<file path="config.mk">
export PLATFORM = sky130hd
export DESIGN_NAME = gff_walk
export DESIGN_NICKNAME = d
export VERILOG_FILES = /design/src/rtl/gff_pkg.sv /design/src/rtl/gff_walk.sv
export SDC_FILE = /design/constraint.sdc
export NUM_CORES = 1
export LEC_CHECK = 0
export ABC_AREA = 1
export BUFFER_PORTS_ARGS = -buffer_cell sky130_fd_sc_hd__buf_2
export CAP_MARGIN = 20
export CORE_ASPECT_RATIO = 0.8
export CORE_UTILIZATION = 28
export CTS_CLUSTER_DIAMETER = 120
export CTS_CLUSTER_SIZE = 12
export DETAILED_ROUTE_END_ITERATION = 6
export MAX_ROUTING_LAYER = met4
export PLACE_DENSITY_LB_ADDON = 0.15
export SYNTH_ARGS = -nofsm -noshare
export SYNTH_HDL_FRONTEND = slang
export SYNTH_SLANG_ARGS = --single-unit
</file>
<file path="constraint.sdc">
create_clock -name clk -period 3 [get_ports clk]
set_input_delay 0.3 -clock clk [delete_from_list [all_inputs] [get_ports clk]]
set_output_delay 0.3 -clock clk [all_outputs]
set_load 0.01 [all_outputs]
</file>
<file path="src/rtl/gff_pkg.sv">
// Shared constants, types and a helper function for the grid flood-fill block.
package gff_pkg;

  // Grid geometry.
  localparam int GRID_DIM   = 24;
  localparam int CELL_COUNT = GRID_DIM * GRID_DIM;
  localparam int CELL_AW    = $clog2(CELL_COUNT);

  // Field widths.
  localparam int MODE_W  = 2;
  localparam int COORD_W = 5;
  localparam int COLOR_W = 2;
  localparam int COUNT_W = 10;
  localparam int QUEUE_W = 2 * COORD_W;

  // Command modes.
  localparam logic [MODE_W-1:0] MODE_WRITE = 2'd0;
  localparam logic [MODE_W-1:0] MODE_READ  = 2'd1;
  localparam logic [MODE_W-1:0] MODE_FILL  = 2'd2;

  // Eight neighbor offsets: left, right, up, down, then the four diagonals.
  localparam int STEP_COUNT = 8;
  localparam int STEP_AW    = $clog2(STEP_COUNT);
  localparam logic [STEP_AW-1:0] STEP_LAST = STEP_AW'(STEP_COUNT - 1);
  localparam logic signed [1:0] STEP_ROW [STEP_COUNT] = '{0, 0, -1, 1, -1, -1, 1, 1};
  localparam logic signed [1:0] STEP_COL [STEP_COUNT] = '{-1, 1, 0, 0, -1, 1, -1, 1};

  // One command word as taken from the input channel.
  typedef struct packed {
    logic [MODE_W-1:0]  mode;
    logic [COORD_W-1:0] row;
    logic [COORD_W-1:0] col;
    logic [COLOR_W-1:0] color;
  } cmd_t;

  // Memory port requests.
  typedef struct packed {
    logic               we;
    logic [CELL_AW-1:0] addr;
    logic [COLOR_W-1:0] wdata;
  } color_req_t;

  typedef struct packed {
    logic               we;
    logic [CELL_AW-1:0] addr;
    logic               wdata;
  } vis_req_t;

  typedef struct packed {
    logic               we;
    logic [CELL_AW-1:0] addr;
    logic [QUEUE_W-1:0] wdata;
  } queue_req_t;

  // Status from the walk sequencer to the channel logic.
  typedef struct packed {
    logic               idle;
    logic               done;
    logic [COLOR_W-1:0] read_color;
    logic [COUNT_W-1:0] filled_count;
  } status_t;

  // Linear cell address of a row and column.
  function automatic logic [CELL_AW-1:0] cell_index(input logic [COORD_W-1:0] row,
                                                    input logic [COORD_W-1:0] col);
    return CELL_AW'(CELL_AW'(row) * CELL_AW'(GRID_DIM) + CELL_AW'(col));
  endfunction

endpackage

</file>
<file path="src/rtl/gff_walk.sv">
// Sequencer for cell access and the breadth-first 8-connected fill walk.
module gff_walk (
  input  logic                          clk,
  input  logic                          rst,
  input  logic                          start,
  input  gff_pkg::cmd_t                 cmd,
  input  logic                          res_ready,
  output gff_pkg::status_t              status,
  output gff_pkg::color_req_t           color_req,
  output gff_pkg::vis_req_t             vis_req,
  output gff_pkg::queue_req_t           queue_req,
  input  logic [gff_pkg::COLOR_W-1:0]   color_rdata,
  input  logic                          vis_rdata,
  input  logic [gff_pkg::QUEUE_W-1:0]   queue_rdata
);

  localparam logic [3:0] S_INIT  = 4'd0;
  localparam logic [3:0] S_IDLE  = 4'd1;
  localparam logic [3:0] S_RD    = 4'd2;
  localparam logic [3:0] S_SEED  = 4'd3;
  localparam logic [3:0] S_CLR   = 4'd4;
  localparam logic [3:0] S_START = 4'd5;
  localparam logic [3:0] S_DEQ   = 4'd6;
  localparam logic [3:0] S_POP   = 4'd7;
  localparam logic [3:0] S_OWN   = 4'd8;
  localparam logic [3:0] S_NB    = 4'd9;
  localparam logic [3:0] S_CHK   = 4'd10;
  localparam logic [3:0] S_PAINT = 4'd11;
  localparam logic [3:0] S_DONE  = 4'd12;

  localparam logic [gff_pkg::CELL_AW-1:0] SWEEP_LAST =
    gff_pkg::CELL_AW'(gff_pkg::CELL_COUNT - 1);
  localparam logic [gff_pkg::COORD_W-1:0] EDGE_LAST =
    gff_pkg::COORD_W'(gff_pkg::GRID_DIM - 1);

  logic [3:0]                      state;
  logic [gff_pkg::CELL_AW-1:0]     sweep;
  logic [gff_pkg::CELL_AW:0]       head;
  logic [gff_pkg::CELL_AW:0]       tail;
  logic [gff_pkg::CELL_AW:0]       count;
  logic [gff_pkg::STEP_AW-1:0]     k;
  logic [gff_pkg::COORD_W-1:0]     seed_r;
  logic [gff_pkg::COORD_W-1:0]     seed_c;
  logic [gff_pkg::COORD_W-1:0]     here_r;
  logic [gff_pkg::COORD_W-1:0]     here_c;
  logic [gff_pkg::COORD_W-1:0]     nb_r_q;
  logic [gff_pkg::COORD_W-1:0]     nb_c_q;
  logic [gff_pkg::COLOR_W-1:0]     paint;
  logic [gff_pkg::COLOR_W-1:0]     own;
  logic [gff_pkg::COLOR_W-1:0]     res_color;
  logic [gff_pkg::COUNT_W-1:0]     res_count;

  logic                            on_grid;
  logic signed [1:0]               dr;
  logic signed [1:0]               dc;
  logic [gff_pkg::COORD_W-1:0]     nb_r;
  logic [gff_pkg::COORD_W-1:0]     nb_c;
  logic                            nb_ok;
  logic                            hit;

  // Command decode and neighbor arithmetic.
  always_comb begin
    on_grid = (cmd.row < gff_pkg::COORD_W'(gff_pkg::GRID_DIM)) &&
              (cmd.col < gff_pkg::COORD_W'(gff_pkg::GRID_DIM));
    dr      = gff_pkg::STEP_ROW[k];
    dc      = gff_pkg::STEP_COL[k];
    nb_r    = here_r + {{(gff_pkg::COORD_W-2){dr[1]}}, dr};
    nb_c    = here_c + {{(gff_pkg::COORD_W-2){dc[1]}}, dc};
    nb_ok   = !(dr == -2'sd1 && here_r == '0) && !(dr == 2'sd1 && here_r == EDGE_LAST) &&
              !(dc == -2'sd1 && here_c == '0) && !(dc == 2'sd1 && here_c == EDGE_LAST);
    hit     = (color_rdata == own) && !vis_rdata;
  end

  // Memory requests for the current step.
  always_comb begin
    color_req = '0;
    vis_req   = '0;
    queue_req = '0;
    case (state)
      S_INIT: begin
        color_req.we   = 1'b1;
        color_req.addr = sweep;
        vis_req.we     = 1'b1;
        vis_req.addr   = sweep;
      end
      S_IDLE: begin
        color_req.addr  = gff_pkg::cell_index(cmd.row, cmd.col);
        color_req.wdata = cmd.color;
        color_req.we    = start && on_grid && (cmd.mode == gff_pkg::MODE_WRITE);
      end
      S_CLR: begin
        vis_req.we   = 1'b1;
        vis_req.addr = sweep;
      end
      S_START: begin
        vis_req.we      = 1'b1;
        vis_req.addr    = gff_pkg::cell_index(seed_r, seed_c);
        vis_req.wdata   = 1'b1;
        queue_req.we    = 1'b1;
        queue_req.wdata = {seed_r, seed_c};
      end
      S_DEQ: begin
        queue_req.addr = head[gff_pkg::CELL_AW-1:0];
      end
      S_POP: begin
        color_req.addr = gff_pkg::cell_index(queue_rdata[gff_pkg::QUEUE_W-1:gff_pkg::COORD_W],
                                             queue_rdata[gff_pkg::COORD_W-1:0]);
      end
      S_NB: begin
        color_req.addr = gff_pkg::cell_index(nb_r, nb_c);
        vis_req.addr   = gff_pkg::cell_index(nb_r, nb_c);
      end
      S_CHK: begin
        vis_req.we      = hit;
        vis_req.addr    = gff_pkg::cell_index(nb_r_q, nb_c_q);
        vis_req.wdata   = 1'b1;
        queue_req.we    = hit;
        queue_req.addr  = tail[gff_pkg::CELL_AW-1:0];
        queue_req.wdata = {nb_r_q, nb_c_q};
      end
      S_PAINT: begin
        color_req.we    = 1'b1;
        color_req.addr  = gff_pkg::cell_index(here_r, here_c);
        color_req.wdata = paint;
      end
      default: begin
      end
    endcase
  end

  // Control state: clearing sweeps, command dispatch and the walk itself.
  always_ff @(posedge clk) begin
    if (rst) begin
      state <= S_INIT;
      sweep <= '0;
      head  <= '0;
      tail  <= '0;
      count <= '0;
      k     <= '0;
    end else begin
      case (state)
        S_INIT: begin
          if (sweep == SWEEP_LAST) begin
            sweep <= '0;
            state <= S_IDLE;
          end else begin
            sweep <= sweep + 1'b1;
          end
        end
        S_IDLE: begin
          if (start) begin
            seed_r    <= cmd.row;
            seed_c    <= cmd.col;
            paint     <= cmd.color;
            res_color <= '0;
            res_count <= '0;
            if (!on_grid) begin
              state <= S_DONE;
            end else begin
              case (cmd.mode)
                gff_pkg::MODE_READ: state <= S_RD;
                gff_pkg::MODE_FILL: state <= S_SEED;
                default:            state <= S_DONE;
              endcase
            end
          end
        end
        S_RD: begin
          res_color <= color_rdata;
          state     <= S_DONE;
        end
        S_SEED: begin
          // A fill with the seed's own color changes nothing.
          if (color_rdata == paint) begin
            state <= S_DONE;
          end else begin
            sweep <= '0;
            state <= S_CLR;
          end
        end
        S_CLR: begin
          if (sweep == SWEEP_LAST) begin
            sweep <= '0;
            state <= S_START;
          end else begin
            sweep <= sweep + 1'b1;
          end
        end
        S_START: begin
          head  <= '0;
          tail  <= (gff_pkg::CELL_AW+1)'(1);
          count <= '0;
          state <= S_DEQ;
        end
        S_DEQ: begin
          if (head == tail) begin
            res_count <= gff_pkg::COUNT_W'(count);
            state     <= S_DONE;
          end else begin
            head  <= head + 1'b1;
            state <= S_POP;
          end
        end
        S_POP: begin
          here_r <= queue_rdata[gff_pkg::QUEUE_W-1:gff_pkg::COORD_W];
          here_c <= queue_rdata[gff_pkg::COORD_W-1:0];
          state  <= S_OWN;
        end
        S_OWN: begin
          own   <= color_rdata;
          k     <= '0;
          state <= S_NB;
        end
        S_NB: begin
          if (nb_ok) begin
            nb_r_q <= nb_r;
            nb_c_q <= nb_c;
            state  <= S_CHK;
          end else if (k == gff_pkg::STEP_LAST) begin
            state <= S_PAINT;
          end else begin
            k <= k + 1'b1;
          end
        end
        S_CHK: begin
          if (hit) begin
            tail <= tail + 1'b1;
          end
          if (k == gff_pkg::STEP_LAST) begin
            state <= S_PAINT;
          end else begin
            k     <= k + 1'b1;
            state <= S_NB;
          end
        end
        S_PAINT: begin
          count <= count + 1'b1;
          state <= S_DEQ;
        end
        S_DONE: begin
          if (res_ready) begin
            state <= S_IDLE;
          end
        end
        default: begin
          state <= S_IDLE;
        end
      endcase
    end
  end

  // Status toward the channel logic.
  always_comb begin
    status.idle         = (state == S_IDLE);
    status.done         = (state == S_DONE);
    status.read_color   = res_color;
    status.filled_count = res_count;
  end

  // The queue never holds more than every cell once.
  assert property (@(posedge clk) disable iff (rst)
    (head <= tail) && (tail <= (gff_pkg::CELL_AW+1)'(gff_pkg::CELL_COUNT)))
    else $error("walk queue pointers out of range");

  // Every recolored cell was dequeued first.
  assert property (@(posedge clk) disable iff (rst)
    (state != S_INIT) |-> (count <= head))
    else $error("fill count ahead of dequeued cells");

  // Marking a cell visited always enqueues it.
  assert property (@(posedge clk) disable iff (rst)
    (vis_req.we && vis_req.wdata) |-> queue_req.we)
    else $error("cell marked visited without being enqueued");

  // A dequeue happens only while the queue holds cells.
  assert property (@(posedge clk) disable iff (rst)
    (state == S_POP) |-> ($past(head) < $past(tail)))
    else $error("dequeue from an empty walk queue");

endmodule

</file>
==> results of run 1 <==
==> power by group <==
group | switching [mW] | leakage [nW] | internal [mW]
Sequential | 0.0896 | 0.815 | 1.51
Clock | 0.538 | 0.126 | 0.564
Combinational | 2.93 | 3.17 | 2.23
Total | 3.55 | 4.12 | 4.30
==> critical path, stage by stage, from the launching register on <==
cell and delay (ns):
dfxtp_2 0.36, inv_4 0.05, ha_4 0.16, o21ai_4 0.23, fa_2 0.49, inv_2 0.10
buf_6 0.10, nand2_2 0.05, nand2_2 0.07, inv_2 0.04, ha_4 0.15, inv_2 0.04
nand2_2 0.06, inv_1 0.05, nand2_1 0.12, nand3_2 0.12, buf_4 0.11, nand3_2 0.13
o211ai_1 0.21, buf_2 0.20
==> metal layers <==
metal  part of all wire, %  wire length (µm)  track usage [%]  up-vias
li1                      -                 -                -     3637
met1                    52             12500             27.0     3318
met2                    42             10100             26.3      169
met3                   5.1              1230             3.47       10
met4                  0.82               198             4.25        0
met5                     0                 0                -        -
==> layout make-up <==
class / instances / area (µm²) / area share [%]
Inverter: 154 / 593 / 6.27
Sequential cell: 95 / 2370 / 25.1
Timing Repair Buffer: 154 / 971 / 10.3
Tap cell: 351 / 439 / 4.65
Clock buffer: 11 / 233 / 2.46
Multi-Input combinational cell: 731 / 4820 / 50.9
Clock inverter: 5 / 33.8 / 0.357
==> stage by stage <==
stage | hold slack, ns | power (mW) | instances
after floorplan | 0.399 | 3.94 | 1000
after global placement | 0.470 | 5.34 | 1470
after detailed placement | 0.476 | 5.30 | 1470
after CTS | 0.115 | 7.19 | 1495
after global routing | 0.121 | 8.44 | 1501
final | 0.131 | 7.86 | 1501
==> kinds of logic after synthesis <==
kind of cell / Yosys count / share of synthesized area, %
and+or+nand+nor: 441 / 26.3
buffers and inverters: 174 / 9.08
adders and majority gates: 75 / 13.9
xor gates and xnor gates: 43 / 5.17
DFF: 95 / 31.8
AOI/OAI and AO/OA: 172 / 13.7
==> registers in the layout, summed over array words and instances (netlist names), 4 cells and up <==
| signal | count |
|---|---|
| count | 10 |
| tail | 11 |
| nb_c_q | 5 |
| here_r | 5 |
| seed_r | 5 |
| seed_c | 5 |
| head | 11 |
| here_c | 5 |
| res_count | 10 |
| nb_r_q | 5 |
| state | 4 |
| sweep | 10 |
==> synth_stat cells (12+ instances only) <==
cell      instances
dfxtp_1          49
edfxtp_1         46
ha_1             62
xor2_1           36
fa_1             13
nand2_1         208
o21ai_0          43
inv_1           149
o22ai_1          12
nor2_1           84
nand3_1          75
nor3_1           29
a21oi_1          72
==> worst max-delay path by stage <==
| stage | startpoint | to | slack [ns] |
|---|---|---|---|
| 6_report | k[0]$_SDFFE_PP0P_ | color_req[8] | -0.51 |
| 5_1_grt | k[0]$_SDFFE_PP0P_ | vis_req[10] | -0.65 |
| 4_1_cts | k[1]$_SDFFE_PP0P_ | vis_req[6] | -0.46 |
| 3_5_place_dp | k[1]$_SDFFE_PP0P_ | color_req[6] | -0.38 |
| 3_3_place_gp | k[1]$_SDFFE_PP0P_ | color_req[6] | -0.28 |
| 2_1_floorplan | k[0]$_SDFFE_PP0P_ | color_req[11] | 0.009 |
==> what timing repair did <==
| action | in CTS | in global routing |
|---|---|---|
| hold buffers | 0 | 0 |
| setup endpoints to repair | 14 | 14 |
| buffers inserted | 9 | 6 |
| resized for setup | 58 | 48 |
| pin swaps | 25 | 29 |
==> qor.yml, run 1 <==
cp-end-kind: "primary output"
slew_violations: 0
fp-row-count: 52
async_flop_share_pct: 0
maxSlewHeadroom_pct: 30.9
r2r_slack_ns: 0.43
io_pins: 91
final_common_cell: "nand2_1"
ys_ff_latch: 95
wl_per_cell_um: 16.0
dieArea_um2: 27200
pre_cts_slack_ns: -0.383
nets: 1251
syn_avg_cell_area_um2: 7.43
io_buffers: 90
reg2reg_from: "head[2]$_SDFFE_PP0P_"
cp_max_fo: 3
synth_area_leaders: "edfxtp_1, dfxtp_1, nand2_1"
r2r_cells: 4
status: "finished with violations"
num-fill-cells: 2715
hold_viol_final: 0
cts_tree: "yes"
drt-total-wl_mm: 24.0
ctsLongestPathBuffers: 2
dpl-instance-area_um2: 8630
cts_sinks: 95
cap_violations: 0
area_growth_pct: 27.2
power.density_nw_per_um2: 831
netlist.top_cell.by_area: "edfxtp_1"
grt_pass1_wl_mm: 37.2
min_to: "seed_c[0]$_DFFE_PP_"
ant_nets: 0
synth_top_area_share_pct: 18.6
finalSetupTns_ns: -5.04
root_buffer: "clkbuf_16"
synth_edf_count: 46
drc_errors: 0
gr-total-overflow: 0
worst_slew_pin_slew_ns: 1.04
finalCritPeriodShare_pct: 117
min_path_cells: 1
design_area_um2: 9450
grt_max_degree: 35
drt-pass1-iter-count: 5
antenna_cells: 0
failed_checks: "setup timing"
grt_antenna_before_repair: 0
num_vias: 7134
htree_levels: 3
synth.distinct_cells: 51
required_ns: 2.70
gp_congestion: 0.874
vdd_drop_max_uv: 460
die_y_um: 148
worstHoldStart: "cmd[2]"
mostFrequentLayoutCells: "nand2_1, inv_1, buf_2"
start_util_pct: 28.9
clock_latency_ns: 0.36
dp_hpwl_mm: 19.0
crit_type: "flip-flop to primary output"
synthCells: 1000
skew_ns: 0.00883
rsz0062_at_grt: "yes"
die_x_um: 184
coreArea_um2: 25700
syn-cell-area_um2: 7430
yosys_warnings: 0
cp-start-kind: "flip-flop"
track_usage_pct: 18.6
p_leak_nw: 4.12
drtIter0Drc: 449
clk_pin_slew_ns: 0.07
synth_nets: 1106
cts_inserted_buffers: 9
clock.fmax_mhz: 285
drive_gt1_share_pct: 24.2
grt_pass1_vias: 6629
timing.final.ws_setup_ns: -0.509
reg2reg_to: "res_count[3]$_SDFFCE_PN0P_"
synthFlopType: "dfxtp_1"
hold_class: "input port to flip-flop"
period_minus_slack_ns: 3.51
setup_violations: 13
vias_per_cell: 4.75
cp.arrival_ns: 3.21
synth_seq_area_share_pct: 31.8
fin_util_pct: 36.8
Note: power is estimated with default switching activity, not from simulation.
==> run 2, diff against run 1 <==
--- a/config.mk
+++ b/config.mk
@@ -9,7 +9,7 @@
 export BUFFER_PORTS_ARGS = -buffer_cell sky130_fd_sc_hd__buf_2
 export CAP_MARGIN = 20
 export CORE_ASPECT_RATIO = 0.8
-export CORE_UTILIZATION = 28
+export CORE_UTILIZATION = 45
 export CTS_CLUSTER_DIAMETER = 120
 export CTS_CLUSTER_SIZE = 12
 export DETAILED_ROUTE_END_ITERATION = 6
==> qor.yml, run 2 (synthesis gave the netlist of run 1 again) <==
status: "finished with violations"
failed_checks: "setup timing"
hold_viol_final: 0
die_x_um: 146
drtIter0Drc: 640
die_y_um: 117
clock.fmax_mhz: 289
drt-pass1-iter-count: 5
cap_violations: 0
start_util_pct: 46.6
gp_congestion: 0.976
fp-row-count: 41
r2r_slack_ns: 0.45
power.density_nw_per_um2: 863
cp.arrival_ns: 3.16
period_minus_slack_ns: 3.46
vias_per_cell: 5.31
final_common_cell: "nand2_1"
drc_errors: 0
wl_per_cell_um: 16.4
vdd_drop_max_uv: 717
mostFrequentLayoutCells: "nand2_1, inv_1, buf_2"
fin_cells: 1363
cpPeakStageDelay_ns: 0.54
cts_sinks: 95
cp_max_fo: 4
fin_util_pct: 58.6
p_int_mw: 4.38
slew_violations: 0
cts_tree: "yes"
design_area_um2: 9350
dpl-instance-area_um2: 8460
finalCritPeriodShare_pct: 115
antenna_cells: 0
clkPwrFrac_pct: 14.8
dp_cells: 1334
track_usage_pct: 27.0
drt-total-wl_mm: 22.4
r2r_cells: 4
hold_class: "input port to flip-flop"
htree_levels: 3
seqPwrFrac_pct: 19.9
path_cells: "inv_4, nand2_2, ha_4, inv_1, fa_2, inv_2, buf_6, ha_4, ha_4, nand2_4, a21oi_4, a21o_1, nand3_4, o211ai_1, buf_2"
grt_pass1_vias: 6409
root_buffer: "clkbuf_16"
timing.final.ws_setup_ns: -0.464
grt_max_degree: 35
io_buffers: 90
reg2reg_from: "state[3]$_SDFFE_PP0P_"
cts_hold_buf: 0
grt_antenna_before_repair: 0
dp_hpwl_mm: 17.0
cp-end-kind: "primary output"
gr-total-overflow: 0
setup_violations: 12
drive_gt1_share_pct: 24.5
p_leak_nw: 4.13
crit_start: "k[1]$_SDFFE_PP0P_"
io_pins: 91
required_ns: 2.70
nets: 1249
clock_latency_ns: 0.36
worstSetupEndpoint: "color_req[8]"
crit_slowest_cell: "fa_2"
clk_pin_slew_ns: 0.07
ant_nets: 0
crit_path_frequent_cell: "ha_4"
reg.largest.list: "head x11, tail x11"
skew_ns: 0.00958
rsz0062_at_grt: "yes"
cp-start-kind: "flip-flop"
num_vias: 7231
dieArea_um2: 17000
switching_share_pct: 45.7
coreArea_um2: 16000
cts_inserted_buffers: 9
worst_slew_pin_slew_ns: 1.03
ctsLongestPathBuffers: 2
reg2reg_to: "res_count[7]$_SDFFCE_PN0P_"
area_growth_pct: 25.8
crit_type: "flip-flop to primary output"
maxSlewHeadroom_pct: 31.0
grt_pass1_wl_mm: 34.4
num-fill-cells: 1472
combPwrFrac_pct: 65.2
p_switching_mw: 3.69
-- run 2: power by group through the flow --
stage | registers, mW | clock network, mW | logic, mW
after floorplan | 1.62 | 0 | 2.33
final | 1.61 | 1.20 | 5.26
after detailed placement | 1.62 | 0 | 3.53
after global placement | 1.61 | 0 | 3.50
after CTS | 1.59 | 1.21 | 4.07
after global routing | 1.61 | 1.26 | 5.75
-- run 2: what timing repair did --
action,in CTS,in global routing
endpoints found under the hold margin,0,0
gates resized for setup,51,61
pin swaps,26,32
setup endpoints to repair,13,13
setup buffers,5,8
-- run 2: area by class of cell --
class | instances | area, µm² | area share (%)
sequential | 95 | 2370 | 25.3
clock inverter | 6 | 66.3 | 0.710
clock buffer | 10 | 229 | 2.45
multi-input combinational | 731 | 4870 | 52.1
tap | 215 | 269 | 2.88
inverter | 154 | 588 | 6.29
timing repair buffer | 152 | 958 | 10.3
-- run 2: worst min path at each step --
| stage | start | to | cells after the start |
|---|---|---|---|
| global route | cmd[1] | paint[1]$_DFFE_PP_ | 1 |
| detailed placement | count[3]$_SDFFE_PP0P_ | count[3]$_SDFFE_PP0P_ | 2 |
| CTS | cmd[1] | paint[1]$_DFFE_PP_ | 1 |
| finish | queue_rdata[1] | here_c[1]$_DFFE_PP_ | 1 |
| floorplan | queue_rdata[0] | here_c[0]$_DFFE_PP_ | 0 |
| global placement | count[3]$_SDFFE_PP0P_ | count[3]$_SDFFE_PP0P_ | 2 |
-- run 2: metrics by stage --
stage               setup slack [ns]  hold slack, ns  TNS [ns]  power, mW
floorplan                    0.00903           0.399         0       3.94
finish                        -0.464           0.130     -4.77       8.07
global placement              -0.229           0.470     -1.60       5.11
CTS                           -0.398           0.121     -4.37       6.88
global route                  -0.560           0.122     -6.16       8.62
detailed placement            -0.352           0.476     -2.98       5.15
-- run 2: layer usage --
metal  global-route usage (%)  wire length [µm]
met1                     39.2             11300
met4                     6.32               255
met5                        -                 0
met2                     38.7              9190
met3                     4.73              1660
-- run 2: critical path, delay by kind of cell, from the launching register on --
kind	cells	cell delay, ns
adders and majority gates	4	1.20
AOI/OAI and AO/OA	3	0.50
buffers and inverters	5	0.43
DFF	1	0.39
and+or+nand+nor	3	0.27
==> run 3, diff against run 2 <==
--- a/config.mk
+++ b/config.mk
@@ -15,6 +15,7 @@
 export DETAILED_ROUTE_END_ITERATION = 6
 export MAX_ROUTING_LAYER = met4
 export PLACE_DENSITY_LB_ADDON = 0.15
+export SETUP_SLACK_MARGIN = 0.05
 export SYNTH_ARGS = -nofsm -noshare
 export SYNTH_HDL_FRONTEND = slang
 export SYNTH_SLANG_ARGS = --single-unit
==> qor.yml, run 3 (synthesis gave the netlist of run 1 again) <==
status: "finished with violations"
failed_checks: "setup timing"
drive_gt1_share_pct: 24.7
reg2reg_to: "nb_r_q[3]$_DFFE_PP_"
clkPwrFrac_pct: 13.8
worst_hold_slack_ns: 0.127
worst_slew_pin_slew_ns: 0.668
cts_sinks: 95
period_minus_slack_ns: 3.45
track_usage_pct: 26.5
cts_inserted_buffers: 9
ctsLongestPathBuffers: 2
final_common_cell: "nand2_1"
vdd_drop_max_uv: 705
skew_ns: 0.0126
p_leak_nw: 4.14
cap_violations: 0
rsz0062_at_grt: "yes"
io_buffers: 90
setup_violations: 13
cp.arrival_ns: 3.15
ff_latch_area_um2: 2370
min_path_cells: 1
crit_type: "flip-flop to primary output"
worstSetupEndpoint: "color_req[8]"
cp-start-kind: "flip-flop"
start_util_pct: 46.6
drc_errors: 0
grt_pass1_vias: 6484
power.density_nw_per_um2: 854
r2r_slack_ns: 0.45
area_growth_pct: 25.4
clock.fmax_mhz: 290
p_switching_mw: 3.59
timing.final.ws_setup_ns: -0.445
maxSlewHeadroom_pct: 55.4
p_int_mw: 4.37
clock_latency_ns: 0.36
cts_hold_buf: 0
die_x_um: 146
cp_max_fo: 4
wl_per_cell_um: 16.1
num_vias: 7331
reg.largest.list: "head x11, tail x11"
dieArea_um2: 17000
drtIter0Drc: 583
io_pins: 91
hold_viol_final: 0
grt_pass1_wl_mm: 34.1
grt_antenna_before_repair: 0
reg2reg_from: "k[1]$_SDFFE_PP0P_"
finalSetupTns_ns: -4.64
grt_max_degree: 27
r2r_cells: 14
dp_hpwl_mm: 16.9
ant_nets: 0
crit_start: "k[1]$_SDFFE_PP0P_"
finalCritPeriodShare_pct: 115
fp-row-count: 41
coreArea_um2: 16000
clk_pin_slew_ns: 0.07
cp-end-kind: "primary output"
slew_violations: 0
die_y_um: 117
dp_cells: 1340
fin_cells: 1369
root_buffer: "clkbuf_16"
antenna_cells: 0
gr-total-overflow: 0
num-fill-cells: 1462
seqPwrFrac_pct: 20.1
hold_class: "input port to flip-flop"
multiInputGateArea_um2: 4830
gp_congestion: 0.935
nets: 1255
drt-total-wl_mm: 22.0
combPwrFrac_pct: 66.1
htree_levels: 3
vias_per_cell: 5.36
switching_share_pct: 45.2
drt-pass1-iter-count: 5
mostFrequentLayoutCells: "nand2_1, inv_1, buf_2"
required_ns: 2.70
cts_tree: "yes"
-- run 3: cell types whose count changed in the layout (fill, tap and decap cells not counted), moves of 3 or more --
cell,before,now
nand2_4,4,7
inv_2,11,14
buf_4,59,66
nand2_1,180,191
buf_6,8,5
nand2_2,29,15
-- run 3: critical path, stage by stage (launching register included) --
cell and delay (ns):
dfxtp_4 0.39, inv_4 0.05, ha_2 0.17, o21ai_2 0.14
inv_2 0.11, fa_2 0.36, nand2_1 0.07, nand2_1 0.06
a21oi_2 0.17, xnor2_2 0.11, ha_1 0.30, nand2_1 0.06
a21oi_2 0.17, nand3_2 0.14, nand3_2 0.15, o211ai_1 0.16
buf_2 0.19
-- run 3: cell type report --
class | instances | share of cell area, %
timing repair buffer | 158 | 10.6
sequential | 95 | 25.4
clock inverter | 7 | 0.497
inverter | 154 | 6.29
tap | 215 | 2.89
multi-input combinational | 731 | 51.9
clock buffer | 9 | 2.42
-- run 3: worst min-delay path by stage --
stage,start,to,slack (ns)
3_3_place_gp,count[3]$_SDFFE_PP0P_,count[3]$_SDFFE_PP0P_,0.47
2_1_floorplan,queue_rdata[0],here_c[0]$_DFFE_PP_,0.40
5_1_grt,queue_rdata[2],here_c[2]$_DFFE_PP_,0.12
4_1_cts,cmd[0],paint[0]$_DFFE_PP_,0.12
6_report,cmd[2],seed_c[0]$_DFFE_PP_,0.13
3_5_place_dp,sweep[9]$_SDFFE_PP0P_,sweep[9]$_SDFFE_PP0P_,0.48
-- run 3: per-stage QoR --
stage / area [µm²] / setup slack (ns) / total power [mW] / util [%]
after floorplan: 7460 / 0.0522 / 3.95 / -
after global placement: 8510 / -0.186 / 5.26 / 53.3
after detailed placement: 8510 / -0.265 / 5.30 / 53.3
after CTS: 9030 / -0.400 / 7.03 / 56.6
after global routing: 9320 / -0.595 / 8.48 / 58.4
final: 9320 / -0.445 / 7.96 / 58.4
-- run 3: layer usage --
metal	GRT usage (%)	vias to the layer above	wire length, µm	share of wire, %
met5	-	-	0	0
met4	6.81	0	288	1.3
li1	-	3651	-	-
met2	37.4	293	9080	41
met1	37.9	3361	10900	49
met3	6.05	26	1780	8.1
-- run 3: what timing repair did --
item | in CTS | in global routing
gates resized for setup | 51 | 47
gates cloned | 0 | 0
setup buffers | 5 | 8
setup endpoints to repair | 14 | 13
endpoints found under the hold margin | 0 | 0
pin swaps | 27 | 27
-- run 3: power by group through the flow --
stage	Clock (mW)	Combinational, mW	Sequential (mW)
5_1_grt	1.16	5.72	1.61
3_5_place_dp	0	3.68	1.61
6_report	1.10	5.26	1.60
3_3_place_gp	0	3.65	1.61
4_1_cts	1.11	4.34	1.59
2_1_floorplan	0	2.34	1.62
